[src/design/bsc_pkg.sv]
package bsc_pkg;

    localparam int NUM_PROCS  = 8;
    localparam int NUM_RES    = 3;
    localparam int CNT_W      = 8;
    localparam int WORK_W     = 12;
    localparam int IDX_W      = 3;
    localparam int PROC_W     = $clog2(NUM_PROCS);
    localparam int ROWS_W     = $clog2(NUM_PROCS + 1);
    localparam int ROW_W      = 2 * NUM_RES * CNT_W;
    localparam int CFG_ADDR_W = 2;
    localparam int CFG_DATA_W = CNT_W;

    typedef logic [CNT_W-1:0]      cnt_t;
    typedef logic [WORK_W-1:0]     work_t;
    typedef logic [CFG_ADDR_W-1:0] cfg_addr_t;

    localparam cfg_addr_t REG_AVAIL_0 = cfg_addr_t'(0);
    localparam cfg_addr_t REG_AVAIL_1 = cfg_addr_t'(1);
    localparam cfg_addr_t REG_AVAIL_2 = cfg_addr_t'(2);

    // Port bundle for the process row memory: max claims in the low half,
    // allocations in the high half.
    typedef struct packed {
        logic              we;
        logic [PROC_W-1:0] waddr;
        logic [ROW_W-1:0]  wdata;
        logic [PROC_W-1:0] raddr;
    } row_req_t;

    // Port bundle for the safe sequence memory.
    typedef struct packed {
        logic              we;
        logic [PROC_W-1:0] waddr;
        logic [PROC_W-1:0] wdata;
        logic [PROC_W-1:0] raddr;
    } seq_req_t;

    // Work count plus a held allocation, saturating at the top of the range.
    function automatic work_t work_add(work_t w, cnt_t a);
        logic [WORK_W:0] s;
        s = {1'b0, w} + {{(WORK_W - CNT_W + 1){1'b0}}, a};
        return s[WORK_W] ? {WORK_W{1'b1}} : s[WORK_W-1:0];
    endfunction

endpackage

[src/design/bsc_ram.sv]
module bsc_ram #(
    parameter int WIDTH = 8,
    parameter int DEPTH = 8
) (
    input  logic                     aclk,
    input  logic                     we,
    input  logic [$clog2(DEPTH)-1:0] waddr,
    input  logic [WIDTH-1:0]         wdata,
    input  logic [$clog2(DEPTH)-1:0] raddr,
    output logic [WIDTH-1:0]         rdata
);

    logic [WIDTH-1:0] mem [DEPTH];
    logic [WIDTH-1:0] rdata_reg;

    always_ff @(posedge aclk) begin
        if (we) begin
            mem[waddr] <= wdata;
        end
        rdata_reg <= mem[raddr];
    end

    assign rdata = rdata_reg;

endmodule

[src/design/bsc_ctrl.sv]
module bsc_ctrl
    import bsc_pkg::*;
(
    input  logic                           aclk,
    input  logic                           aresetn,
    input  logic                           s_tvalid,
    output logic                           s_tready,
    input  logic [ROW_W-1:0]               s_row,
    input  logic                           s_tlast,
    input  logic [NUM_RES-1:0][CNT_W-1:0]  avail,
    output row_req_t                       row_req,
    input  logic [ROW_W-1:0]               row_rdata,
    output seq_req_t                       seq_req,
    input  logic [PROC_W-1:0]              seq_rdata,
    output logic                           m_valid,
    input  logic                           m_ready,
    output logic                           m_safe,
    output logic [IDX_W-1:0]               m_idx,
    output logic                           m_last
);

    typedef enum logic [2:0] {
        ST_LOAD,
        ST_RD,
        ST_EVAL,
        ST_SRD,
        ST_SCAP,
        ST_SHOW
    } state_t;

    state_t                          state_reg;
    logic [ROWS_W-1:0]               rows_reg;
    logic [PROC_W-1:0]               p_reg;
    logic [PROC_W-1:0]               k_reg;
    logic [ROWS_W-1:0]               fin_cnt_reg;
    logic [NUM_PROCS-1:0]            fin_flags_reg;
    logic                            found_reg;
    logic [NUM_RES-1:0][WORK_W-1:0]  work_reg;
    logic                            m_valid_reg;
    logic                            m_safe_reg;
    logic [IDX_W-1:0]                m_idx_reg;
    logic                            m_last_reg;

    logic                            s_accept;
    logic                            row_room;
    logic                            fits;
    logic                            take;
    logic                            pass_end;
    logic                            seq_last;
    logic [ROWS_W-1:0]               fin_cnt_next;
    logic                            found_next;
    logic [NUM_RES-1:0][WORK_W-1:0]  work_next;

    assign s_tready = (state_reg == ST_LOAD);
    assign s_accept = s_tvalid && s_tready;
    assign row_room = (rows_reg != ROWS_W'(NUM_PROCS));

    // The need is floored at zero when a process holds more than it claims.
    always_comb begin
        cnt_t mx;
        cnt_t al;
        cnt_t need;
        fits = 1'b1;
        for (int r = 0; r < NUM_RES; r++) begin
            mx   = row_rdata[r*CNT_W +: CNT_W];
            al   = row_rdata[(NUM_RES + r)*CNT_W +: CNT_W];
            need = (mx > al) ? mx - al : '0;
            if (work_t'(need) > work_reg[r]) begin
                fits = 1'b0;
            end
            work_next[r] = work_add(work_reg[r], al);
        end
    end

    assign take         = !fin_flags_reg[p_reg] && fits;
    assign pass_end     = (ROWS_W'(p_reg) + ROWS_W'(1)) == rows_reg;
    assign seq_last     = (ROWS_W'(k_reg) + ROWS_W'(1)) == rows_reg;
    assign fin_cnt_next = fin_cnt_reg + ROWS_W'(take);
    assign found_next   = found_reg || take;

    always_comb begin
        row_req.we    = s_accept && row_room;
        row_req.waddr = rows_reg[PROC_W-1:0];
        row_req.wdata = s_row;
        row_req.raddr = p_reg;
        seq_req.we    = (state_reg == ST_EVAL) && take;
        seq_req.waddr = fin_cnt_reg[PROC_W-1:0];
        seq_req.wdata = p_reg;
        seq_req.raddr = k_reg;
    end

    always_ff @(posedge aclk) begin
        if (!aresetn) begin
            state_reg     <= ST_LOAD;
            rows_reg      <= '0;
            fin_cnt_reg   <= '0;
            fin_flags_reg <= '0;
            found_reg     <= 1'b0;
            p_reg         <= '0;
            k_reg         <= '0;
            m_valid_reg   <= 1'b0;
        end else begin
            unique case (state_reg)
                ST_LOAD: begin
                    if (s_accept) begin
                        if (row_room) begin
                            rows_reg <= rows_reg + ROWS_W'(1);
                        end
                        if (s_tlast) begin
                            for (int r = 0; r < NUM_RES; r++) begin
                                work_reg[r] <= WORK_W'(avail[r]);
                            end
                            fin_flags_reg <= '0;
                            fin_cnt_reg   <= '0;
                            found_reg     <= 1'b0;
                            p_reg         <= '0;
                            state_reg     <= ST_RD;
                        end
                    end
                end
                // The row memory address is held through the read state and the evaluation
                // state, so the read data in the evaluation cycle belongs to the current process.
                ST_RD: begin
                    state_reg <= ST_EVAL;
                end
                ST_EVAL: begin
                    if (take) begin
                        work_reg             <= work_next;
                        fin_flags_reg[p_reg] <= 1'b1;
                    end
                    fin_cnt_reg <= fin_cnt_next;
                    if (pass_end) begin
                        if (fin_cnt_next == rows_reg) begin
                            k_reg     <= '0;
                            state_reg <= ST_SRD;
                        end else if (!found_next) begin
                            m_safe_reg  <= 1'b0;
                            m_idx_reg   <= '0;
                            m_last_reg  <= 1'b1;
                            m_valid_reg <= 1'b1;
                            state_reg   <= ST_SHOW;
                        end else begin
                            p_reg     <= '0;
                            found_reg <= 1'b0;
                            state_reg <= ST_RD;
                        end
                    end else begin
                        found_reg <= found_next;
                        p_reg     <= p_reg + PROC_W'(1);
                        state_reg <= ST_RD;
                    end
                end
                ST_SRD: begin
                    state_reg <= ST_SCAP;
                end
                ST_SCAP: begin
                    m_safe_reg  <= 1'b1;
                    m_idx_reg   <= IDX_W'(seq_rdata);
                    m_last_reg  <= seq_last;
                    m_valid_reg <= 1'b1;
                    state_reg   <= ST_SHOW;
                end
                ST_SHOW: begin
                    if (m_ready) begin
                        m_valid_reg <= 1'b0;
                        if (m_last_reg) begin
                            rows_reg      <= '0;
                            fin_cnt_reg   <= '0;
                            fin_flags_reg <= '0;
                            state_reg     <= ST_LOAD;
                        end else begin
                            k_reg     <= k_reg + PROC_W'(1);
                            state_reg <= ST_SRD;
                        end
                    end
                end
                default: begin
                    state_reg <= ST_LOAD;
                end
            endcase
        end
    end

    assign m_valid = m_valid_reg;
    assign m_safe  = m_safe_reg;
    assign m_idx   = m_idx_reg;
    assign m_last  = m_last_reg;

endmodule

[src/design/bankers_safety_check.sv]
// Banker's safety check. Process rows (maximum claim and current allocation
// for three resource types) are taken one per cycle on the slave side; the
// row marked with tlast starts the check, and rows beyond the eighth are
// dropped. The check over a batch of n rows walks the row memory in index
// order, pass after pass, going through a read state and an evaluation
// state for each process it visits because of the registered memory read.
// A safe outcome then gives n requests on the master side, one per process
// in sequence order with tuser high and tlast on the final one; each is
// fetched from the sequence memory through a read state and a capture state
// once the check ends or the request before it is accepted. An unsafe
// outcome gives a single request with tuser low, index zero and tlast high
// in the cycle after the check ends. No row is taken from the end of loading
// until the final result has been accepted. The available counts are written
// on the configuration port by the user only while the block is idle, which
// the block does not enforce, and they persist across batches.
module bankers_safety_check
    import bsc_pkg::*;
(
    input  logic                  aclk,
    input  logic                  aresetn,
    input  logic                  cfg_we,
    input  logic [CFG_ADDR_W-1:0] cfg_addr,
    input  logic [CFG_DATA_W-1:0] cfg_wdata,
    input  logic                  s_tvalid,
    output logic                  s_tready,
    // max_0, max_1, max_2, alloc_0, alloc_1, alloc_2
    input  logic [ROW_W-1:0]      s_tdata,
    input  logic                  s_tlast,
    output logic                  m_tvalid,
    input  logic                  m_tready,
    // process_index, zero padded
    output logic [7:0]            m_tdata,
    // safe
    output logic                  m_tuser,
    output logic                  m_tlast
);

    logic [NUM_RES-1:0][CNT_W-1:0] avail_reg;
    row_req_t                      row_req;
    seq_req_t                      seq_req;
    logic [ROW_W-1:0]              row_rdata;
    logic [PROC_W-1:0]             seq_rdata;
    logic [IDX_W-1:0]              m_idx;

    always_ff @(posedge aclk) begin
        if (!aresetn) begin
            avail_reg <= '0;
        end else if (cfg_we) begin
            unique case (cfg_addr)
                REG_AVAIL_0: avail_reg[0] <= cfg_wdata;
                REG_AVAIL_1: avail_reg[1] <= cfg_wdata;
                REG_AVAIL_2: avail_reg[2] <= cfg_wdata;
                default: begin
                end
            endcase
        end
    end

    bsc_ram #(
        .WIDTH (ROW_W),
        .DEPTH (NUM_PROCS)
    ) u_row_ram (
        .aclk  (aclk),
        .we    (row_req.we),
        .waddr (row_req.waddr),
        .wdata (row_req.wdata),
        .raddr (row_req.raddr),
        .rdata (row_rdata)
    );

    bsc_ram #(
        .WIDTH (PROC_W),
        .DEPTH (NUM_PROCS)
    ) u_seq_ram (
        .aclk  (aclk),
        .we    (seq_req.we),
        .waddr (seq_req.waddr),
        .wdata (seq_req.wdata),
        .raddr (seq_req.raddr),
        .rdata (seq_rdata)
    );

    bsc_ctrl u_ctrl (
        .aclk      (aclk),
        .aresetn   (aresetn),
        .s_tvalid  (s_tvalid),
        .s_tready  (s_tready),
        .s_row     (s_tdata),
        .s_tlast   (s_tlast),
        .avail     (avail_reg),
        .row_req   (row_req),
        .row_rdata (row_rdata),
        .seq_req   (seq_req),
        .seq_rdata (seq_rdata),
        .m_valid   (m_tvalid),
        .m_ready   (m_tready),
        .m_safe    (m_tuser),
        .m_idx     (m_idx),
        .m_last    (m_tlast)
    );

    assign m_tdata = {{(8 - IDX_W){1'b0}}, m_idx};

endmodule
[config.mk]
export PLATFORM = sky130hd
export DESIGN_NAME = bankers_safety_check
export DESIGN_NICKNAME = d
export VERILOG_FILES = /design/src/design/bsc_pkg.sv /design/src/design/bsc_ram.sv /design/src/design/bsc_ctrl.sv /design/src/design/bankers_safety_check.sv
export SDC_FILE = /design/constraint.sdc
export NUM_CORES = 1
export LEC_CHECK = 0
export BUFFER_PORTS_ARGS = -buffer_cell sky130_fd_sc_hd__buf_4
export CAP_MARGIN = 30
export CORE_MARGIN = 2
export CORE_UTILIZATION = 45
export DETAILED_ROUTE_END_ITERATION = 8
export GPL_ROUTABILITY_DRIVEN = 1
export MAX_ROUTING_LAYER = met4
export PLACE_DENSITY_LB_ADDON = 0.12
export SYNTH_ARGS = -nofsm -noshare
export SYNTH_HDL_FRONTEND = slang
export SYNTH_SLANG_ARGS = --single-unit
[constraint.sdc]
create_clock -name aclk -period 5.3 [get_ports aclk]
set_input_delay 0.265 -clock aclk [delete_from_list [all_inputs] [get_ports aclk]]
set_output_delay 0.265 -clock aclk [all_outputs]
set_load 0.05 [all_outputs]
# Word level (Yosys, flattened, before mapping)
# Memories as Yosys holds them, arrays and structs flattened. A register that Yosys moved wholly into a read port is not among the register bits.
# Index checks and enable logic that the tools add are counted.
[classes]
bitwise_logic = 1
order_cmp = 8
n_addsub = 12
muxes = 74
n_eq_ne = 24
n_reduce_logical = 27
[op_table]
columns = ["operator", "n"]
rows = [
  ["$mux W36", 3],
  ["$pmux W36 S2", 1],
  ["$mux W8", 8],
  ["$mux W3", 18],
  ["$add A12 B8 Y13", 3],
  ["$gt A8 B12 Y1", 3],
  ["$mux W12", 3],
  ["$reduce_and A5 Y1", 7],
  ["$gt A8 B8 Y1", 3],
  ["$mux W4", 6],
  ["$pmux W8 S3", 1],
  ["$sub A8 B8 Y8", 3],
  ["$mux W1", 21],
  ["$pmux W3 S2", 3],
  ["$pmux W3 S6", 1],
  ["$ne A2 B2 Y1 const B", 8],
  ["$eq A4 B4 Y1", 3],
  ["$pmux W4 S3", 1],
  ["$add A3 B1 Y4 const B", 2],
  ["$or A8 B8 Y8", 1],
  ["$pmux W4 S2", 1],
  ["$reduce_bool A2 Y1", 4],
  ["$add A3 B1 Y3 const B", 2],
  ["$eq A3 B2 Y1 const B", 2],
  ["other kinds (25)", 38],
]
[totals]
output_inout_bits = 12
regBits = 92
input_bits = 64
wordCells = 165
mem_bits_rw = 408
memories = 2
[memory_table]
columns = ["memory", "depth", "width", "read_ports", "rd_ports_with_merged_regs", "write_ports", "line_no", "rtl"]
rows = [
  ["u_row_ram.mem", 8, 48, 1, 1, 1, "bsc_ram.sv:13", "logic [WIDTH-1:0] mem [DEPTH];"],
  ["u_seq_ram.mem", 8, 3, 1, 1, 1, "bsc_ram.sv:13", ""],
]

# Longest topological paths before layout
# Gate-level depths: netlist of run 1.
[depth]
depth_word = 12
mapped_depth = 23
mapped_depth_nobuf = 23

# Modules after synthesis
# From an unflattened synthesis of run 1, not the netlist that was laid out.
[unflattened]
hier_cells = 1592
hier_area_um2 = 24429.7
[by_module_without_submodules]
columns = ["mod", "instances", "seq_area_each_um2", "area_each_um2", "cells_per_inst"]
rows = [
  ["bsc_ram (u_row_ram)", 1, 12492.0, 15620.0, 616],
  ["bsc_ctrl", 1, 1771.7, 6826.5, 831],
  ["bsc_ram (u_seq_ram)", 1, 780.7, 1042.2, 50],
  ["bankers_safety_check", 1, 480.5, 940.9, 95],
]

# Worst setup path before layout of run 1
# No wires, ideal clock.
[synth_path]
kind = "register to register"
start = "register u_ctrl.state_reg[0]"
end = "memory u_row_ram.mem[0][0] in the netlist's numbering, enable pin"
setup_ns = 0.513
arrival_ns = 5.485
t_required_ns = 4.787
n_path_buf = 2
synth_period_minus_slack_ns = 5.998
stages_incl_launch_ff = 7
path_slack_ns = -0.698
cell_sequence = "dfxtp_1 clkbuf_1 nor3_1 and3_1 clkbuf_1 nand2_1 nor3_1"
[synth_between]
elab_chain_cells = 5
[synth_rtl]
columns = ["item", "line_no", "rtl"]
rows = [
  ["from (decl)", "bsc_ctrl.sv:31", "state_t state_reg;"],
  ["from (signal assigned)", "bsc_ctrl.sv:94", "state_reg <= ST_LOAD;"],
  ["from (signal assigned)", "bsc_ctrl.sv:117", "state_reg <= ST_RD;"],
  ["from (signal assigned)", "bsc_ctrl.sv:124", "state_reg <= ST_EVAL;"],
  ["$logic_not A3 Y1", "bsc_ctrl.sv:54", "assign s_tready = (state_reg == ST_LOAD);"],
  ["via s_tready", "bankers_safety_check.sv:25", "output logic s_tready,"],
  ["$logic_and A1 B1 Y1", "bsc_ctrl.sv:55", "assign s_accept = s_tvalid && s_tready;"],
  ["$logic_and A1 B1 Y1", "bsc_ctrl.sv:82", "row_req.we = s_accept && row_room;"],
  ["$mux W1", "bsc_ram.sv:17", "if (we) begin"],
  ["$mux W1 (not written as such)", "bsc_ram.sv:18", "mem[waddr] <= wdata;"],
  ["to (decl)", "bsc_ram.sv:13", ""],
]
# The timed path passes the listed nets, and every way through them passes these cells.

# Worst setup path after layout of run 1
[layout_path]
start = "register u_row_ram.rdata_reg[0], in the netlist u_row_ram.rdata[0] (read register of u_row_ram.mem)"
end = "register u_ctrl.m_idx_reg[2], in the netlist u_ctrl.m_idx[2], enable pin"
[layout_between]
elab_chain_cells = 11
elab_cells_between_ends = 14
classes_between = "add/sub: 2; order compare: 2; eq/ne: 3; mux: 4; reduce/logical: 3"
[layout_rtl]
columns = ["item", "line_no", "rtl"]
rows = [
  ["from (decl)", "bsc_ram.sv:14", "logic [WIDTH-1:0] rdata_reg;"],
  ["$sub A8 B8 Y8 or $gt A8 B8 Y1 (tied branches)", "bsc_ctrl.sv:67", "need = (mx > al) ? mx - al : '0;"],
  ["$mux W8 (*)", "bsc_ctrl.sv:67", ""],
  ["$gt A8 B12 Y1 (*)", "bsc_ctrl.sv:68", "if (work_t'(need) > work_reg[r]) begin"],
  ["$mux W1 (*) (3 in series)", "bsc_ctrl.sv:68", ""],
  ["$logic_and A1 B1 Y1 (*)", "bsc_ctrl.sv:75", "assign take = !fin_flags_reg[p_reg] && fits;"],
  ["$add A4 B1 Y4", "bsc_ctrl.sv:78", "assign fin_cnt_next = fin_cnt_reg + ROWS_W'(take);"],
  ["$eq A4 B4 Y1", "bsc_ctrl.sv:133", "if (fin_cnt_next == rows_reg) begin"],
  ["$ne A2 B2 Y1 (no source line)", "--", ""],
  ["$reduce_and A5 Y1 (no source line) (*)", "--", ""],
  ["to (signal assigned)", "bsc_ctrl.sv:158", "m_idx_reg <= IDX_W'(seq_rdata);"],
  ["to (decl)", "bsc_ctrl.sv:41", "logic [IDX_W-1:0] m_idx_reg;"],
]
# Every way passes the cells marked *; elsewhere a longest branch is shown, timed or not.
# A chain may end at the register's enable or synchronous reset.

==> results.py, run 1 <==
metrics = {
    "outcome": {
        "status": "complete, no violations",
    },
    "floorplanning": {
        "fp.dieH_um": 228,
        "dieArea_um2": 52100,
        "core_area_um2": 49900,
        "io_pins": 76,
        "initial_utilization_pct": 45.4,
        "die-width_um": 228,
        "fp-row-count": 82,
    },
    "min_path": {
        "hp-class": "in -> reg",
    },
    "synth": {
        "synth-main-ff-cell": "edfxtp_1",
        "ys_ff_latch": 551,
        "synth_cells": 1559,
        "synth_area_leaders": "edfxtp_1, dfxtp_1, a22oi_1",
        "syn_avg_cell_area_um2": 14.5,
        "async_flop_share_pct": 0,
        "yosysWarnings": 0,
        "seq_area_frac_synth_pct": 68.6,
        "synth_largest_area_cell": "edfxtp_1",
        "synth-edff-count": 449,
        "yosys-top-cells-count": "edfxtp_1, a22oi_1, dfxtp_1, nor2_1, ha_1",
        "yosysMostFrequentCell": "edfxtp_1",
        "syn_area_um2": 22600,
        "synth_top_area_share_pct": 59.6,
        "synth_cell_types": 78,
    },
    "run": {
        "cap_violations": 0,
    },
    "timing": {
        "max_freq_mhz": 199,
        "final_hold_viol_count": 0,
        "skew_ns": 0.0288,
        "timing.final.crit_period_ns": 5.03,
        "final-setup-viol-count": 0,
        "worstMarginPinSlew_ns": 0.968,
        "fin_crit_sh_pct": 95.0,
        "max_slew_margin_pct": 35.3,
        "slew_violations": 0,
        "whs_ns": 0.0448,
    },
    "route": {
        "drc": 0,
        "routed_wl_um": 55400,
        "wl_per_cell_um": 22.8,
        "ant_nets": 0,
        "drtPass1Iterations": 5,
        "drt_iter0_drc": 1086,
        "via_per_inst": 5.73,
        "vias": 13938,
    },
    "clock_network": {
        "cts_sinks": 551,
        "htree_levels": 2,
        "cts-root-buf": "clkbuf_16",
        "cts_buffer_depth": 3,
        "cts_tree": "yes",
        "cts_buffers": 56,
        "clk_pin_slew_worst_paths_ns": 0.06,
        "clk_latency_ns": 0.62,
    },
    "setup_path": {
        "arrival_ns": 5.36,
        "critPathLaunchType": "register",
        "path_class": "reg -> reg",
        "crit_path_end_kind": "register",
        "cp_slowest_stage_delay_ns": 0.41,
        "worst_ep_required_time_ns": 5.62,
        "crit_top_cell": "ha_1",
        "cpMaxStageDelayCell": "o311ai_4",
        "crit_path_cell_trace": "inv_1 > ha_1 > fa_1 > nor2b_1 > o21a_1 > o21ai_0 > a21oi_1 > o31ai_1 > buf_4 > or2_2 > ha_1 > nand4_1 > nand2_1 > o311ai_4 > nor3_2 > ha_2 > ha_1 > xor2_2 > nor3_2 > a211o_1 > o41ai_2 > buf_4",
        "path_max_fanout": 8,
    },
    "final_layout": {
        "final_nets": 1858,
        "drive_above_1_share_pct": 14.6,
        "syn_to_final_growth_pct": 17.9,
        "largest_reg_flops": 384,
        "final_cells": 2433,
    },
    "grt": {
        "grt_usage_pct": 21.7,
        "overflow": 0,
        "grt_pass1_wl_um": 84100,
        "antenna_found_initial": 5,
        "grt_max_degree": 50,
        "grt_pass1_vias": 13763,
    },
    "power_and_ir_drop": {
        "ir_drop_uv": 244,
        "p_leak_nw": 9.36,
        "power_density_nw_per_um2": 365,
    },
    "placement": {
        "place_hpwl_um": 32900,
        "port_buffers": 70,
        "globalplace.congestion": 0.850,
        "placed_cells": 2261,
    },
}
## metrics by stage
stage               worst slack [ns]  power (W)  utilization [%]  instance area [µm²]  TNS, ns
global route                 -0.0157     0.0101             53.5                26700  -0.0773
finish                         0.266    0.00974             53.5                26700        0
floorplan                     0.0556    0.00548                -                22700        0
global placement              -0.156    0.00575             48.2                24000    -1.02
CTS                          0.00585    0.00978             53.3                26600        0
detailed placement            -0.240    0.00577             48.3                24100    -1.50
## area by class of cell
type,count,area [µm²]
multi-input cells,866,6720
clock buffers,84,1720
fillers,4198,23200
well taps,672,841
clock inverters,22,193
repair buffers,168,1440
diodes,3,7.51
inverters,67,251
flip-flops and latches,551,15500
## worst max-delay path: cells and delay by family (launching register included)
family | cells | cell delay [ns]
DFF | 1 | 0.32
xor gates and xnor gates | 1 | 0.16
buffers and inverters | 3 | 0.41
adders and majority gates | 5 | 1.43
AOI/OAI and AO/OA | 7 | 1.60
and+or+nand+nor | 6 | 0.84
## cell usage in the layout (no fill, tap or decap), types with 26 or more instances in the layout
cell	n
dlygate4sd3_1	57
a22oi_1	193
nor2_1	82
a21oi_1	32
mux2i_1	31
inv_1	66
ha_1	77
o22a_1	26
buf_4	109
nand2_1	30
edfxtp_1	449
clkbuf_16	61
nand4_1	62
dfxtp_1	102
o21ai_0	28
## worst paths after layout
| kind | from | end | slack (ns) | cells after the start |
|---|---|---|---|---|
| worst max register to register | u_row_ram.rdata[0] | u_ctrl.m_idx[2] | 0.27 | 22 |
| worst max-delay path | u_row_ram.rdata[0] | u_ctrl.m_idx[2] | 0.27 | 22 |
| worst min-delay path | aresetn | u_ctrl.found_reg | 0.04 | 2 |
| worst min register to register | u_ctrl.fin_flags_reg[0] | u_ctrl.fin_flags_reg[0] | 0.46 | 1 |
## power breakdown
group / internal, W / switching (W) / leakage, nW
Combinational: 0.000370 / 0.000498 / 3.49
Sequential: 0.00480 / 0.0000739 / 4.93
Clock: 0.00235 / 0.00165 / 0.940
Total: 0.00752 / 0.00222 / 9.36
## cells by family (layout without fill, tap and decap cells)
logic type | count (synthesis) | in the layout | synth area share (%)
adders and majority gates | 84 | 84 | 4.84
AOI/OAI and AO/OA | 392 | 392 | 13.0
muxes | 42 | 42 | 2.22
xor gates and xnor gates | 33 | 33 | 1.40
DFF | 551 | 551 | 68.6
buffers and inverters | 146 | 341 | 2.56
other | 1 | 8 | 0.0166
and+or+nand+nor | 310 | 310 | 7.40
## timing repair
action	in CTS	in global routing
cloned	0	0
resized for setup	2	14
buffers inserted	0	6
hold endpoints to repair	409	0
pin swaps	0	8
hold buffers	57	0
setup endpoints to repair	13	14
## metal layers
layer / up-vias / GRT usage [%] / wire length [µm]
li1: 6473 / - / -
met1: 7066 / 30.0 / 25600
met3: 70 / 3.75 / 2830
met4: 0 / 4.90 / 989
met2: 329 / 33.7 / 26000
met5: - / - / 0
Note: power is estimated with default switching activity, not from simulation.
==> inputs of run 2 (changes only) <==
clock period = 4.6 ns   (was 5.3 ns; I/O delays follow)
==> run 2 against run 1 <==
  * The flow now finishes with violations (setup timing)
  * Clock power up 12%
  * Design area up 2.5%
  * Register-to-register slack worse by 0.56 ns
  * Clock-buffer cell count down 11
  * First-iteration DRC count up 14%
  * Non-clock buffer count up 69
  * Critical path depth unchanged
==> results.py, run 2 (same netlist as run 1, synthesis figures left out) <==
metrics = {
    "power_and_ir_drop": {
        "power.internal_w": 0.00865,
        "switchingPower_w": 0.00260,
        "p_clk_share_pct": 39.6,
        "p_seq_share_pct": 49.9,
        "p_sw_share_pct": 23.1,
        "p_leak_nw": 9.68,
        "pwr-share-comb_pct": 10.6,
        "ir_drop_uv": 307,
        "power_density_nw_per_um2": 411,
    },
    "setup_path": {
        "path_buf_inv": 3,
        "worst_ep_required_time_ns": 4.91,
        "cp_slowest_stage_delay_ns": 0.38,
        "critPathLaunchType": "register",
        "crit_path_end_kind": "register",
        "crit_path_cell_trace": "inv_2 > ha_4 > fa_2 > nor2b_4 > o21ai_2 > a21boi_2 > o311a_1 > o31ai_4 > buf_4 > a211oi_2 > ha_2 > nand4_1 > o221ai_4 > o311ai_4 > nor3_4 > ha_2 > ha_4 > xor2_2 > nor3_2 > a211o_1 > o41ai_4 > buf_4",
        "path_class": "reg -> reg",
        "worstReg2RegEnd": "u_ctrl.m_last",
        "crit_family": "compound AO/OA/AOI/OAI gates",
        "r2r_start": "u_row_ram.rdata[16]",
        "r2r_slack_ns": -0.29,
        "arrival_ns": 5.21,
        "ff2ff_path_depth": 22,
        "path_max_fanout": 5,
        "cpMaxStageDelayCell": "o311a_1",
    },
    "route": {
        "ant_nets": 0,
        "via_per_inst": 5.64,
        "vias": 14085,
        "wl_per_cell_um": 22.5,
        "drtPass1Iterations": 5,
        "drt_iter0_drc": 1242,
        "routed_wl_um": 56200,
        "drc": 0,
    },
    "timing": {
        "whs_ns": 0.0715,
        "skew_ns": 0.0131,
        "final_hold_viol_count": 0,
        "fin_crit_sh_pct": 106,
        "max_slew_margin_pct": 37.4,
        "rsz0062_at_grt": "true",
        "timing.final.crit_period_ns": 4.89,
        "worstMarginPinSlew_ns": 0.939,
        "final-setup-viol-count": 14,
        "slew_violations": 0,
        "max_freq_mhz": 204,
        "setup_ws_ns": -0.293,
    },
    "clock_network": {
        "cts_tree": "yes",
        "cts_sinks": 551,
        "clk_pin_slew_worst_paths_ns": 0.06,
        "cts_buffer_depth": 3,
        "cts-root-buf": "clkbuf_16",
        "cts_buffers": 56,
        "clk_latency_ns": 0.60,
        "htree_levels": 2,
    },
    "floorplanning": {
        "dieArea_um2": 52100,
        "core_area_um2": 49900,
        "die-width_um": 228,
        "io_pins": 76,
        "initial_utilization_pct": 45.4,
        "fp.dieH_um": 228,
        "fp-row-count": 82,
    },
    "placement": {
        "place_hpwl_um": 32700,
        "globalplace.congestion": 0.836,
        "placed_cells": 2319,
        "port_buffers": 70,
        "placed_area_um2": 24600,
    },
    "final_layout": {
        "layout_common_cells": "edfxtp_1, a22oi_1, buf_4, dfxtp_1, nor2_1",
        "fillers": 4119,
        "final_common_cell": "edfxtp_1",
        "final_nets": 1927,
        "ff_latch_area_um2": 15500,
        "drive_above_1_share_pct": 19.7,
        "syn_to_final_growth_pct": 20.9,
        "final_cells": 2499,
        "multi_input_area_um2": 6930,
        "fin_util_pct": 54.9,
        "largest_reg_flops": 384,
        "final_area_um2": 27400,
    },
    "run": {
        "cap_violations": 0,
    },
    "min_path": {
        "hold_start": "s_tlast",
        "min_path_cells": 4,
        "hp-class": "in -> reg",
        "hold_end": "u_ctrl.state_reg[1]",
    },
    "grt": {
        "overflow": 0,
        "grt_max_degree": 50,
        "top_usage_layer": "met2",
        "use_met1_pct": 30.3,
        "use_met3_pct": 3.84,
        "grt_pass1_wl_um": 85900,
        "grt_pass1_vias": 14270,
        "grt_usage_pct": 22.1,
        "antenna_found_initial": 5,
        "met2_usage_pct": 34.5,
    },
    "outcome": {
        "violations": "setup timing",
        "status": "finished, violations left",
    },
}
[run 2: routing by layer]
layer	vias to the layer above	part of all wire, %
li1	6624	-
met1	7038	46
met2	348	47
met3	75	5.3
met4	0	1.9
met5	-	0
[run 2: worst min-delay path: stages]
cell      delay (ns)
buf_4           0.09
a21oi_1         0.09
nand2_1         0.08
o2111a_1        0.16
[run 2: area by class of cell]
cell class,count,share of cell area (%)
clock buffers,73,5.61
flip-flops and latches,551,56.8
inverters,67,0.919
multi-input cells,866,25.3
clock inverters,30,0.983
repair buffers,237,7.27
diodes,3,0.0274
well taps,672,3.07
[run 2: per-stage QoR]
step                      setup TNS (ns)  worst slack, ns  total power [W]
final                              -2.48           -0.293           0.0113
after global routing               -5.85           -0.497           0.0117
after CTS                          -1.43           -0.250           0.0113
after detailed placement           -4.58           -0.448          0.00677
after global placement             -2.41           -0.308          0.00674
after floorplan                   -26.72           -0.115          0.00633
[run 2: timing repair]
action                                  CTS  global route
pin swaps                                26            16
gates cloned                              0             0
hold endpoints to repair                413             0
resized for setup                        27            19
setup buffers                            12             4
endpoints found under the setup margin   15            25
hold buffers                             58             0
[run 2: worst max path at each step]
stage                        startpoint                  end  slack, ns  cells after the start
floorplan           u_ctrl.state_reg[0]  u_row_ram.mem[3][0]      -0.11                      6
global placement    u_row_ram.rdata[16]      u_ctrl.m_idx[2]      -0.31                     22
detailed placement  u_row_ram.rdata[16]      u_ctrl.m_idx[2]      -0.45                     22
CTS                 u_row_ram.rdata[16]      u_ctrl.m_idx[0]      -0.25                     23
global route        u_row_ram.rdata[16]      u_ctrl.m_idx[0]      -0.50                     22
finish              u_row_ram.rdata[16]        u_ctrl.m_last      -0.29                     22
[run 2: power groups by stage]
stage                     clock network [W]  logic [W]  registers (W)
final                               0.00445    0.00119        0.00561
after global routing                0.00474    0.00131        0.00562
after CTS                           0.00454    0.00115        0.00561
after detailed placement                  0    0.00105        0.00572
after global placement                    0    0.00103        0.00571
after floorplan                           0   0.000653        0.00568
==> inputs of run 3 (changes only) <==
CELL_PAD_IN_SITES_DETAIL_PLACEMENT = 0   (was not set)
CELL_PAD_IN_SITES_GLOBAL_PLACEMENT = 2   (was not set)
CORE_UTILIZATION = 41   (was 45)
==> run 3 against run 2 <==
  * The flow still finishes with violations (setup timing)
  * Wire length grew 3.2%
  * First-iteration DRC count fell by 35%
  * Via count is 0.45% lower
  * Global-route usage fell by 0.99 points
  * Clock-buffer cell count rose by 10
  * Hold slack better by 0.036 ns
  * Clock skew is 0.025 ns higher
  * Register-to-register slack gained 0.13 ns
  * Critical path type unchanged
  * Highest routed layer unchanged
  * Flip-flop and latch count stayed put
  * Total power grew 0.94%
==> results.py, run 3 (same netlist as run 1, synthesis figures left out) <==
metrics = {
    "outcome": {
        "status": "finished, violations left",
        "violations": "setup timing",
    },
    "setup_path": {
        "crit_path_end_kind": "register",
        "critPathLaunchType": "register",
        "arrival_ns": 5.11,
        "crit_path_cell_trace": "inv_1 > ha_1 > fa_2 > nor2b_2 > o21a_1 > o21ai_2 > a21oi_2 > o31ai_4 > nor3_1 > ha_1 > nand4_1 > nand2_1 > o311ai_4 > nor3_4 > ha_2 > ha_4 > xor2_2 > nor3_2 > a211o_1 > o41ai_4 > buf_4",
        "worst_ep_required_time_ns": 4.94,
        "cp_slowest_stage_delay_ns": 0.37,
        "cpMaxStageDelayCell": "o311ai_4",
        "ff2ff_path_depth": 21,
        "path_max_fanout": 7,
        "r2r_slack_ns": -0.17,
        "crit_top_cell": "ha_1",
        "worstReg2RegEnd": "u_ctrl.m_idx[0]",
        "path_class": "reg -> reg",
        "r2r_start": "u_row_ram.rdata[0]",
    },
    "floorplanning": {
        "io_pins": 76,
        "initial_utilization_pct": 41.2,
        "fp-row-count": 86,
        "fp.dieH_um": 239,
        "die-width_um": 239,
        "dieArea_um2": 57100,
        "core_area_um2": 54900,
    },
    "route": {
        "wl_per_cell_um": 22.8,
        "drt_iter0_drc": 805,
        "drc": 0,
        "routed_wl_um": 58000,
        "ant_nets": 0,
        "drtPass1Iterations": 5,
        "via_per_inst": 5.51,
        "vias": 14022,
    },
    "min_path": {
        "hold_end": "u_ctrl.state_reg[1]",
        "min_path_cells": 4,
        "hold_start": "s_tlast",
        "hp-class": "in -> reg",
    },
    "timing": {
        "timing.final.crit_period_ns": 4.77,
        "setup_ws_ns": -0.166,
        "max_slew_margin_pct": 38.0,
        "final_hold_viol_count": 0,
        "max_freq_mhz": 210,
        "whs_ns": 0.107,
        "worstMarginPinSlew_ns": 0.930,
        "final-setup-viol-count": 6,
        "fin_crit_sh_pct": 104,
        "skew_ns": 0.0376,
        "slew_violations": 0,
        "rsz0062_at_grt": "true",
    },
    "clock_network": {
        "cts_buffers": 58,
        "cts-root-buf": "clkbuf_16",
        "clk_latency_ns": 0.64,
        "htree_levels": 2,
        "clk_pin_slew_worst_paths_ns": 0.06,
        "cts_sinks": 551,
        "cts_buffer_depth": 3,
        "cts_tree": "yes",
    },
    "final_layout": {
        "drive_above_1_share_pct": 20.4,
        "syn_to_final_growth_pct": 22.0,
        "final_cells": 2546,
        "largest_reg_flops": 384,
        "final_common_cell": "edfxtp_1",
        "final_nets": 1939,
        "layout_common_cells": "edfxtp_1, a22oi_1, buf_4, dfxtp_1, nor2_1",
    },
    "run": {
        "cap_violations": 0,
    },
    "grt": {
        "antenna_found_initial": 3,
        "overflow": 0,
        "grt_usage_pct": 21.1,
        "grt_pass1_wl_um": 88000,
        "grt_max_degree": 50,
        "grt_pass1_vias": 14048,
    },
    "power_and_ir_drop": {
        "pwr-share-comb_pct": 10.6,
        "p_leak_nw": 9.77,
        "p_sw_share_pct": 23.4,
        "power_density_nw_per_um2": 411,
        "power.internal_w": 0.00869,
        "ir_drop_uv": 312,
        "power_w": 0.0114,
        "p_seq_share_pct": 49.4,
        "switchingPower_w": 0.00266,
        "p_clk_share_pct": 40.0,
    },
    "placement": {
        "port_buffers": 70,
        "globalplace.congestion": 0.790,
        "placed_cells": 2360,
        "place_hpwl_um": 34600,
    },
}
==> run 3: cell count changes in the layout (fill, tap and decap cells not counted), moves of 3 or more <==
cell,change
clkinv_2,-4
dfxtp_2,+3
nor2_2,-3
buf_4,+3
clkbuf_1,+9
buf_6,+4
dfxtp_1,-3
==> run 3: power groups by stage <==
stage	registers, W	clock network (W)	logic, W
final	0.00561	0.00454	0.00120
after global routing	0.00562	0.00484	0.00134
after CTS	0.00561	0.00465	0.00118
after detailed placement	0.00571	0	0.00107
after global placement	0.00571	0	0.00107
after floorplan	0.00568	0	0.000653
==> run 3: final cells by class <==
| class | count | area [µm²] |
|---|---|---|
| diodes | 2 | 5.00 |
| clock buffers | 83 | 1610 |
| clock inverters | 26 | 259 |
| fillers | 4764 | 27300 |
| inverters | 67 | 251 |
| multi-input cells | 866 | 6990 |
| flip-flops and latches | 551 | 15500 |
| well taps | 704 | 881 |
| repair buffers | 247 | 2090 |
==> run 3: metal layers <==
metal / share of wire [%] / GRT usage (%) / up-vias / wire [µm]
li1: - / - / 6640 / -
met3: 3.9 / 2.73 / 65 / 2240
met1: 49 / 30.1 / 7050 / 28200
met5: 0 / - / - / 0
met2: 46 / 32.4 / 267 / 26700
met4: 1.6 / 5.00 / 0 / 947
==> run 3: worst max-delay path by stage <==
stage,start,to,slack [ns],cells after the start
3_5_place_dp,u_row_ram.rdata[16],u_ctrl.m_idx[0],-0.38,21
4_1_cts,u_row_ram.rdata[16],u_ctrl.m_idx[0],-0.15,23
5_1_grt,u_row_ram.rdata[16],u_ctrl.m_idx[0],-0.41,23
3_3_place_gp,u_row_ram.rdata[8],u_ctrl.m_idx[0],-0.30,21
2_1_floorplan,u_ctrl.state_reg[0],u_row_ram.mem[3][0],-0.11,6
6_report,u_row_ram.rdata[0],u_ctrl.m_idx[0],-0.17,21
==> run 3: what timing repair did <==
item	CTS	global route
hold buffers	60	0
setup endpoints to repair	15	15
resized for setup	32	32
endpoints found under the hold margin	414	0
pin swaps	22	28
buffers inserted	13	2
==> run 3: critical path, delay by kind of cell, from the launching register on <==
| kind | cells | cell delay [ns] |
|---|---|---|
| buf+inv | 2 | 0.24 |
| flops | 1 | 0.30 |
| xor+xnor | 1 | 0.14 |
| simple gates | 6 | 0.77 |
| fa+ha+maj | 5 | 1.37 |
| compound gates | 7 | 1.65 |
==> run 3: per-stage QoR <==
step | cell area, µm² | util [%] | setup TNS [ns] | setup WS (ns)
after detailed placement | 24800 | 45.1 | -3.70 | -0.376
after global routing | 27600 | 50.3 | -3.80 | -0.405
final | 27600 | 50.3 | -0.821 | -0.166
after global placement | 24800 | 45.1 | -2.51 | -0.302
after floorplan | 22800 | - | -26.72 | -0.115
after CTS | 27500 | 50.0 | -0.767 | -0.153
